===== src/rtl/stop_line_crossing_qualifier_unit_assert.svh =====
// Assertion macros for the stop line crossing qualifier
`ifndef STOP_LINE_CROSSING_QUALIFIER_UNIT_ASSERT_SVH
`define STOP_LINE_CROSSING_QUALIFIER_UNIT_ASSERT_SVH

// same-cycle implication, sampled on clk, off while arst_n is low
`define SLCQ_ASSERT_NOW(label, ante, cons, msg) \
	label: assert property (@(posedge clk) disable iff (!arst_n) (ante) |-> (cons)) \
		else $error(msg);

// next-cycle implication
`define SLCQ_ASSERT_NEXT(label, ante, cons, msg) \
	label: assert property (@(posedge clk) disable iff (!arst_n) (ante) |=> (cons)) \
		else $error(msg);

`endif


===== src/rtl/slcq_pkg.sv =====
// Types and constants shared by the stop line crossing qualifier
package slcq_pkg;

	localparam int OP_W     = 2;
	localparam int FRAC_W   = 8;
	localparam int HEIGHT_W = 11;
	localparam int RUN_W    = 8;
	localparam int CNT_W    = 4;
	localparam int TICK_W   = 16;
	localparam int PROD_W   = FRAC_W + HEIGHT_W;
	localparam int ADDR_W   = 5;
	localparam int DATA_W   = 32;
	localparam int OUT_W    = 8;

	localparam logic [FRAC_W-1:0]   CROSS_FRACTION_RST = 8'd205;
	localparam logic [HEIGHT_W-1:0] FRAME_HEIGHT_RST   = 11'd240;
	localparam logic [RUN_W-1:0]    FAR_FRAMES_RST     = 8'd3;
	localparam logic [RUN_W-1:0]    NEAR_FRAMES_RST    = 8'd3;
	localparam logic [RUN_W-1:0]    MISS_FRAMES_RST    = 8'd3;
	localparam logic [CNT_W-1:0]    LINE_TARGET_RST    = 4'd2;
	localparam logic [TICK_W-1:0]   HOLD_TICKS_RST     = 16'd3000;

	localparam logic [RUN_W-1:0]  RUN_MAX  = '1;
	localparam logic [CNT_W-1:0]  CNT_MAX  = '1;
	localparam logic [TICK_W-1:0] TICK_MAX = '1;

	typedef enum logic [OP_W-1:0] {
		OP_FRAME = 2'd0,
		OP_TICK  = 2'd1,
		OP_CLEAR = 2'd2
	} slcq_op_t;

	typedef enum logic [2:0] {
		REG_CROSS_FRACTION = 3'd0,
		REG_FRAME_HEIGHT   = 3'd1,
		REG_FAR_FRAMES     = 3'd2,
		REG_NEAR_FRAMES    = 3'd3,
		REG_MISS_FRAMES    = 3'd4,
		REG_LINE_TARGET    = 3'd5,
		REG_HOLD_TICKS     = 3'd6
	} slcq_reg_t;

	typedef struct packed {
		logic [FRAC_W-1:0]   cross_fraction;
		logic [HEIGHT_W-1:0] frame_height;
		logic [RUN_W-1:0]    far_frames;
		logic [RUN_W-1:0]    near_frames;
		logic [RUN_W-1:0]    miss_frames;
		logic [CNT_W-1:0]    line_target;
		logic [TICK_W-1:0]   hold_ticks;
	} slcq_cfg_t;

	typedef struct packed {
		logic             seen_far;
		logic [CNT_W-1:0] crossings;
		logic             just_entered;
		logic             holding;
	} slcq_res_t;

endpackage


===== src/rtl/slcq_cfg_regs.sv =====
// APB configuration registers of the stop line crossing qualifier
module slcq_cfg_regs
	import slcq_pkg::*;
(
	input  logic              clk,
	input  logic              arst_n,
	input  logic              psel,
	input  logic              penable,
	input  logic              pwrite,
	input  logic [ADDR_W-1:0] paddr,
	input  logic [DATA_W-1:0] pwdata,
	output logic [DATA_W-1:0] prdata,
	output logic              pready,
	output slcq_cfg_t         cfg
);

	slcq_cfg_t cfg_q;
	slcq_reg_t reg_idx;
	logic      wr_en;

	assign pready  = 1'b1;
	assign reg_idx = slcq_reg_t'(paddr[ADDR_W-1:2]);
	assign wr_en   = psel & penable & pwrite & pready;
	assign cfg     = cfg_q;

	always_ff @(posedge clk or negedge arst_n) begin
		if (!arst_n) begin
			cfg_q.cross_fraction <= CROSS_FRACTION_RST;
			cfg_q.frame_height   <= FRAME_HEIGHT_RST;
			cfg_q.far_frames     <= FAR_FRAMES_RST;
			cfg_q.near_frames    <= NEAR_FRAMES_RST;
			cfg_q.miss_frames    <= MISS_FRAMES_RST;
			cfg_q.line_target    <= LINE_TARGET_RST;
			cfg_q.hold_ticks     <= HOLD_TICKS_RST;
		end else if (wr_en) begin
			unique case (reg_idx)
				REG_CROSS_FRACTION: cfg_q.cross_fraction <= pwdata[FRAC_W-1:0];
				REG_FRAME_HEIGHT:   cfg_q.frame_height   <= pwdata[HEIGHT_W-1:0];
				REG_FAR_FRAMES:     cfg_q.far_frames     <= pwdata[RUN_W-1:0];
				REG_NEAR_FRAMES:    cfg_q.near_frames    <= pwdata[RUN_W-1:0];
				REG_MISS_FRAMES:    cfg_q.miss_frames    <= pwdata[RUN_W-1:0];
				REG_LINE_TARGET:    cfg_q.line_target    <= pwdata[CNT_W-1:0];
				REG_HOLD_TICKS:     cfg_q.hold_ticks     <= pwdata[TICK_W-1:0];
				default: ;
			endcase
		end
	end

	always_comb begin
		prdata = '0;
		unique case (reg_idx)
			REG_CROSS_FRACTION: prdata = DATA_W'(cfg_q.cross_fraction);
			REG_FRAME_HEIGHT:   prdata = DATA_W'(cfg_q.frame_height);
			REG_FAR_FRAMES:     prdata = DATA_W'(cfg_q.far_frames);
			REG_NEAR_FRAMES:    prdata = DATA_W'(cfg_q.near_frames);
			REG_MISS_FRAMES:    prdata = DATA_W'(cfg_q.miss_frames);
			REG_LINE_TARGET:    prdata = DATA_W'(cfg_q.line_target);
			REG_HOLD_TICKS:     prdata = DATA_W'(cfg_q.hold_ticks);
			default:            prdata = '0;
		endcase
	end

endmodule


===== src/rtl/slcq_core.sv =====
// Qualifier state and its registered update for one item
module slcq_core
	import slcq_pkg::*;
#(
	parameter int ROW_BITS = 10
) (
	input  logic                clk,
	input  logic                arst_n,
	input  logic                upd,
	input  slcq_op_t            op,
	input  logic                det,
	input  logic [ROW_BITS-1:0] row,
	input  slcq_cfg_t           cfg,
	output slcq_res_t           res
);

	localparam int CMP_W = (ROW_BITS > HEIGHT_W) ? ROW_BITS : HEIGHT_W;

	logic [RUN_W-1:0]  far_run_q, near_run_q, miss_run_q;
	logic              phase_far_q;
	logic [CNT_W-1:0]  crossing_q;
	logic              hold_q;
	logic [TICK_W-1:0] elapsed_q;

	logic [RUN_W-1:0]  far_run_n, near_run_n, miss_run_n;
	logic              phase_far_n;
	logic [CNT_W-1:0]  crossing_n;
	logic              hold_n;
	logic [TICK_W-1:0] elapsed_n;
	logic              entered;

	logic [PROD_W-1:0]   prod;
	logic [HEIGHT_W-1:0] cross_row;
	logic                row_ok;
	logic                row_far;

	assign prod      = PROD_W'(cfg.cross_fraction) * PROD_W'(cfg.frame_height);
	assign cross_row = prod[PROD_W-1:FRAC_W];
	assign row_ok    = det && (CMP_W'(row) < CMP_W'(cfg.frame_height));
	assign row_far   = CMP_W'(row) < CMP_W'(cross_row);

	always_comb begin
		far_run_n   = far_run_q;
		near_run_n  = near_run_q;
		miss_run_n  = miss_run_q;
		phase_far_n = phase_far_q;
		crossing_n  = crossing_q;
		hold_n      = hold_q;
		elapsed_n   = elapsed_q;
		entered     = 1'b0;
		case (op)
			OP_FRAME: begin
				if (cfg.frame_height != '0) begin
					if (row_ok) begin
						miss_run_n = '0;
						if (row_far) begin
							far_run_n  = (far_run_q == RUN_MAX) ? RUN_MAX : far_run_q + 1'b1;
							near_run_n = '0;
							if (far_run_n >= cfg.far_frames)
								phase_far_n = 1'b1;
						end else begin
							near_run_n = (near_run_q == RUN_MAX) ? RUN_MAX : near_run_q + 1'b1;
							if (phase_far_q && near_run_n >= cfg.near_frames) begin
								crossing_n  = (crossing_q == CNT_MAX) ? CNT_MAX
									: crossing_q + 1'b1;
								phase_far_n = 1'b0;
								far_run_n   = '0;
								near_run_n  = '0;
							end
						end
					end else begin
						far_run_n  = '0;
						near_run_n = '0;
						miss_run_n = (miss_run_q == RUN_MAX) ? RUN_MAX : miss_run_q + 1'b1;
						if (miss_run_n >= cfg.miss_frames)
							phase_far_n = 1'b0;
					end
					if (!hold_q && crossing_n >= cfg.line_target) begin
						hold_n    = 1'b1;
						elapsed_n = '0;
						entered   = 1'b1;
					end
				end
			end
			OP_TICK: begin
				if (hold_q) begin
					elapsed_n = (elapsed_q == TICK_MAX) ? TICK_MAX : elapsed_q + 1'b1;
					if (elapsed_n >= cfg.hold_ticks) begin
						far_run_n   = '0;
						near_run_n  = '0;
						miss_run_n  = '0;
						phase_far_n = 1'b0;
						crossing_n  = '0;
						hold_n      = 1'b0;
						elapsed_n   = '0;
					end
				end
			end
			OP_CLEAR: begin
				far_run_n   = '0;
				near_run_n  = '0;
				miss_run_n  = '0;
				phase_far_n = 1'b0;
				crossing_n  = '0;
				hold_n      = 1'b0;
				elapsed_n   = '0;
			end
			default: ;
		endcase
	end

	assign res.holding      = hold_n;
	assign res.just_entered = entered;
	assign res.crossings    = crossing_n;
	assign res.seen_far     = phase_far_n;

	always_ff @(posedge clk or negedge arst_n) begin
		if (!arst_n) begin
			far_run_q   <= '0;
			near_run_q  <= '0;
			miss_run_q  <= '0;
			phase_far_q <= 1'b0;
			crossing_q  <= '0;
			hold_q      <= 1'b0;
			elapsed_q   <= '0;
		end else if (upd) begin
			far_run_q   <= far_run_n;
			near_run_q  <= near_run_n;
			miss_run_q  <= miss_run_n;
			phase_far_q <= phase_far_n;
			crossing_q  <= crossing_n;
			hold_q      <= hold_n;
			elapsed_q   <= elapsed_n;
		end
	end

endmodule


===== src/rtl/stop_line_crossing_qualifier_unit.sv =====
// Top level of the stop line crossing qualifier
//
//  channel   | dir | payload
//  ----------+-----+-----------------------------------------------------
//  s_axis    | in  | tuser: operation; tdata: detected, line_row
//  m_axis    | out | tdata: holding, just_entered, crossings, seen_far
//  apb       | in  | seven registers at byte address 4*i
//
//  One item per clock sustained while m_axis is not stalled; m_axis_tvalid rises
//  once an accepted item has passed the input register and then the state update
//  into the result register.
//  arst_n clears the detection state, the valid flags and the registers to defaults.
//  A stall on m_axis holds the result register and the input register; a new
//  item is still taken while the result waits if the input register is free.

`include "stop_line_crossing_qualifier_unit_assert.svh"

module stop_line_crossing_qualifier_unit
	import slcq_pkg::*;
#(
	parameter int ROW_BITS = 10,
	localparam int IN_W = ((ROW_BITS + 1 + 7) / 8) * 8
) (
	input  logic              clk,
	input  logic              arst_n,
	input  logic              s_axis_tvalid,
	output logic              s_axis_tready,
	input  logic [IN_W-1:0]   s_axis_tdata,   // [0] detected, [ROW_BITS:1] line_row
	input  logic [OP_W-1:0]   s_axis_tuser,   // [1:0] operation
	output logic              m_axis_tvalid,
	input  logic              m_axis_tready,
	output logic [OUT_W-1:0]  m_axis_tdata,   // [0] holding, [1] just_entered,
	                                          // [5:2] crossings, [6] seen_far
	input  logic              psel,
	input  logic              penable,
	input  logic              pwrite,
	input  logic [ADDR_W-1:0] paddr,
	input  logic [DATA_W-1:0] pwdata,
	output logic [DATA_W-1:0] prdata,
	output logic              pready
);

	slcq_cfg_t           cfg;
	slcq_res_t           res_nxt;
	slcq_res_t           res_s2;
	logic                valid_s1, valid_s2;
	slcq_op_t            op_s1;
	logic                det_s1;
	logic [ROW_BITS-1:0] row_s1;
	logic                adv, upd, in_fire;

	assign adv           = !valid_s2 || m_axis_tready;
	assign upd           = valid_s1 && adv;
	assign s_axis_tready = !valid_s1 || adv;
	assign in_fire       = s_axis_tvalid && s_axis_tready;
	assign m_axis_tvalid = valid_s2;
	assign m_axis_tdata  = {1'b0, res_s2.seen_far, res_s2.crossings,
		res_s2.just_entered, res_s2.holding};

	slcq_cfg_regs u_cfg (
		.clk     (clk),
		.arst_n  (arst_n),
		.psel    (psel),
		.penable (penable),
		.pwrite  (pwrite),
		.paddr   (paddr),
		.pwdata  (pwdata),
		.prdata  (prdata),
		.pready  (pready),
		.cfg     (cfg)
	);

	slcq_core #(
		.ROW_BITS (ROW_BITS)
	) u_core (
		.clk    (clk),
		.arst_n (arst_n),
		.upd    (upd),
		.op     (op_s1),
		.det    (det_s1),
		.row    (row_s1),
		.cfg    (cfg),
		.res    (res_nxt)
	);

	always_ff @(posedge clk or negedge arst_n) begin
		if (!arst_n) begin
			valid_s1 <= 1'b0;
			valid_s2 <= 1'b0;
		end else begin
			if (in_fire)
				valid_s1 <= 1'b1;
			else if (upd)
				valid_s1 <= 1'b0;
			if (adv)
				valid_s2 <= valid_s1;
		end
	end

	always_ff @(posedge clk) begin
		if (in_fire) begin
			op_s1  <= slcq_op_t'(s_axis_tuser);
			det_s1 <= s_axis_tdata[0];
			row_s1 <= s_axis_tdata[ROW_BITS:1];
		end
		if (upd)
			res_s2 <= res_nxt;
	end

	`SLCQ_ASSERT_NOW(a_ready_when_empty, !valid_s2, s_axis_tready,
		"input stalled with empty result register")
	`SLCQ_ASSERT_NEXT(a_entry_holds, upd && res_nxt.just_entered,
		valid_s2 && res_s2.holding, "hold entry not reported as holding")
	`SLCQ_ASSERT_NEXT(a_clear_zeroes, upd && op_s1 == OP_CLEAR,
		valid_s2 && res_s2.crossings == '0 && !res_s2.seen_far && !res_s2.holding,
		"clear item left state behind")

endmodule

===== config.mk =====
export PLATFORM = sky130hd
export DESIGN_NAME = stop_line_crossing_qualifier_unit
export DESIGN_NICKNAME = d
export VERILOG_FILES = /design/src/rtl/slcq_pkg.sv /design/src/rtl/slcq_cfg_regs.sv /design/src/rtl/slcq_core.sv /design/src/rtl/stop_line_crossing_qualifier_unit.sv
export VERILOG_INCLUDE_DIRS = /design/src /design/src/rtl
export SDC_FILE = /design/constraint.sdc
export NUM_CORES = 1
export LEC_CHECK = 0
export BUFFER_PORTS_ARGS = -buffer_cell sky130_fd_sc_hd__buf_4
export CAP_MARGIN = 40
export CORE_MARGIN = 2
export CORE_UTILIZATION = 52
export DETAILED_ROUTE_END_ITERATION = 16
export PLACE_DENSITY = 0.71
export SYNTH_ARGS = -nofsm -noshare
export SYNTH_HDL_FRONTEND = slang
export SYNTH_SLANG_ARGS = --single-unit

===== constraint.sdc =====
create_clock -name clk -period 9.9 [get_ports clk]
set_input_delay 0.495 -clock clk [delete_from_list [all_inputs] [get_ports clk]]
set_output_delay 0.495 -clock clk [all_outputs]
set_load 0.01 [all_outputs]

==> out/metrics.cfg <==
[run_status]
outcome = finished clean

[clock_network]
cts-buffers-inserted = 17
clockRootBuffer = clkbuf_16
clock_sinks = 131
cts-hold-fix-buffers = 0
cts_tree = yes
htreeDepth = 4
clk_latency_ns = 0.43
post_cts_buffers = 0
cts_resized = 0
cts.clk_slew.worst_paths_ns = 0.06
clockBufferDepth = 2

[setup_path]
reg2reg_to = u_core.elapsed_q[6]$_DFFE_PN0P_
r2r_slack_ns = 1.14
startpoint_type = register
path_class = register to register
crit_arrival_ns = 9.06
crit_slowest_cell = dfstp_2
cp.required_ns = 10.20
cp_max_fo = 32
slowest_delay_ns = 0.69
timing.rr.start = u_cfg.cfg[62]$_DFFE_PN1P_
end_kind = register
ff2ff_path_depth = 33

[floorplan]
start_util = 0.529
fp.dieArea_um2 = 22500
rows = 53
io_pins = 105
core_area_um2 = 21000
die_y_um = 150
die_x_um = 150

[grt]
antenna_found_initial = 0
grt_max_degree = 63
grt_usage = 0.249
grt_pass1_wl_mm = 43.6
grt_pass1_vias = 8448
grt_overflow = 0

[sta]
slew_headroom = 0.450
totalNegativeSetupSlack_ns = 0
maxSlewViolCount = 0
min_period_over_period = 0.885
max_freq_ghz = 0.114
fin_crit_ns = 8.76
rsz0062_at_grt = no
skew_ns = 0.0116
finalHoldViolations = 0
tightest_slew_ns = 0.825
finalSetupViolCount = 0
fin_hold_ws_ns = 0.107

[power]
ir_worst_vdd_mv = 0.250
p_int_mw = 1.76
p_switching_mw = 1.24
comb_power_share = 0.517
leakage_nw = 5.99
seq_power_share = 0.248
p_per_area_nw_per_um2 = 244
clkPwrFrac = 0.234
swShare = 0.413

[synth]
synthCells = 1215
syn_area_per_cell_um2 = 9.12
yosysSeqAreaShare = 0.308
ys.flop_type = dfrtp_1
synthesis.area_um2 = 11100
synthArstFlopShare = 0.847
synth_common_cells = 141 x inv_1, 130 x nand2_1, 106 x ha_1, 89 x o21ai_0, 88 x dfrtp_1
yosysMostFrequentCell = inv_1
synth_warnings = 0
synth_edf_count = 20
yosys.area.top_type = dfrtp_1
synth_cell_types = 87
synthTopCellsByArea = dfrtp_1 20%, ha_1 12%, fa_1 9.6%
synth_top_area_share = 0.199
ys_ff_latch = 131

[drt]
vias = 8793
vias_per_cell = 5.73
drt-total-wl_mm = 26.4
avgRoutedWirePerCell_um = 17.2
antenna_left = 0
dr.first_iter.drc_count = 544
dr.pass1.iters = 6
drc = 0

[final_layout]
antenna_cells = 0
area_growth_syn_to_layout_pct = 10.9
postLayoutCoreUtil = 0.586
drive_above_1_share = 0.148
final_cells = 1535
nNetsFinal = 1468

[worst_hold_path]
hold_class = input port to asynchronous set/reset pin

[run]
timing.max_cap.violations = 0

[placed_design]
dp_hpwl_mm = 19.5
gp_congestion = 0.874
placed_cells = 1503
port_buffers = 63

==> layout make-up <==
cell class                 count  area, µm²
fill                        1835       8670
multi-input combinational    885       6820
sequential                   131       3410
timing repair buffer          70        533
inverter                     142        533
clock buffer                  18        439
tap                          275        344
clock inverter                14        208
==> sequential cells by signal, indices dropped and copies added, names as in the netlist <==
| register | flops |
|---|---|
| u_core.crossing_q | 4 |
| op_s1 | 2 |
| u_cfg.cfg | 63 |
| det_s1 | 1 |
| m_axis_tvalid | 1 |
| valid_s1 | 1 |
| u_core.miss_run_q | 8 |
| u_core.near_run_q | 8 |
| u_core.elapsed_q | 16 |
| row_s1 | 10 |
| u_core.far_run_q | 8 |
| u_core.phase_far_q | 1 |
| m_axis_tdata | 7 |
| u_core.hold_q | 1 |
==> worst max-delay path: cells and delay by family (launching register included) <==
kind | cells | cell delay [ns]
AO/OA/AOI/OAI | 15 | 2.67
AND/OR/NAND/NOR | 6 | 1.48
flip-flops | 1 | 0.69
adder cells (fa/ha/maj) | 7 | 2.97
multiplexers | 1 | 0.41
buffers and inverters | 4 | 0.37
==> per-layer routing <==
layer,vias up,global-route usage,share of wire
met1,4299,0.358,0.46
li1,4177,-,-
met3,34,0.0454,0.060
met4,0,0.0481,0.013
met2,283,0.397,0.47
met5,-,0,0
==> metrics by stage <==
step	total power [mW]	setup slack, ns	cell area, µm²
2_1_floorplan	1.93	1.96	11100
3_3_place_gp	2.24	1.32	11600
3_5_place_dp	2.29	1.15	11600
4_1_cts	3.01	1.17	12300
5_1_grt	3.30	0.578	12300
6_report	3.00	1.14	12300
==> worst max-delay path by stage <==
stage | startpoint | end | slack, ns
after global placement | u_cfg.cfg[44]$_DFFE_PN0P_ | u_core.elapsed_q[6]$_DFFE_PN0P_ | 1.32
final | u_cfg.cfg[62]$_DFFE_PN1P_ | u_core.elapsed_q[6]$_DFFE_PN0P_ | 1.14
after detailed placement | u_cfg.cfg[44]$_DFFE_PN0P_ | u_core.elapsed_q[6]$_DFFE_PN0P_ | 1.15
after global routing | u_cfg.cfg[44]$_DFFE_PN0P_ | u_core.elapsed_q[6]$_DFFE_PN0P_ | 0.58
after CTS | u_cfg.cfg[44]$_DFFE_PN0P_ | u_core.elapsed_q[6]$_DFFE_PN0P_ | 1.17
after floorplan | u_cfg.cfg[62]$_DFFE_PN1P_ | u_core.elapsed_q[9]$_DFFE_PN0P_ | 1.96
==> cells by family after synthesis <==
kind of cell / Yosys count / share of synthesized area
flops: 131 / 0.308
fa+ha+maj: 159 / 0.216
other cells: 2 / 0.000678
compound gates: 263 / 0.153
mux: 33 / 0.0402
simple gates: 395 / 0.187
buf+inv: 215 / 0.0825
xor+xnor: 17 / 0.0134
==> power groups by stage <==
stage          Clock, mW  Combinational, mW  Sequential, mW
2_1_floorplan          0               1.25           0.681
3_3_place_gp           0               1.49           0.750
3_5_place_dp           0               1.54           0.751
4_1_cts            0.709               1.56           0.743
5_1_grt            0.733               1.81           0.757
6_report           0.704               1.55           0.746
==> layout by cell type, fill, tap and decap left out, drive strengths merged, types with 21 or more instances in the layout <==
cell type	instances
inv	144
nand2	130
ha	106
o21ai	93
dfrtp	88
and2	78
buf	70
a21oi	62
fa	53
nor2	48
nand3	38
dfstp	23
nand2b	21
Note: power is estimated with default switching activity, not from simulation.
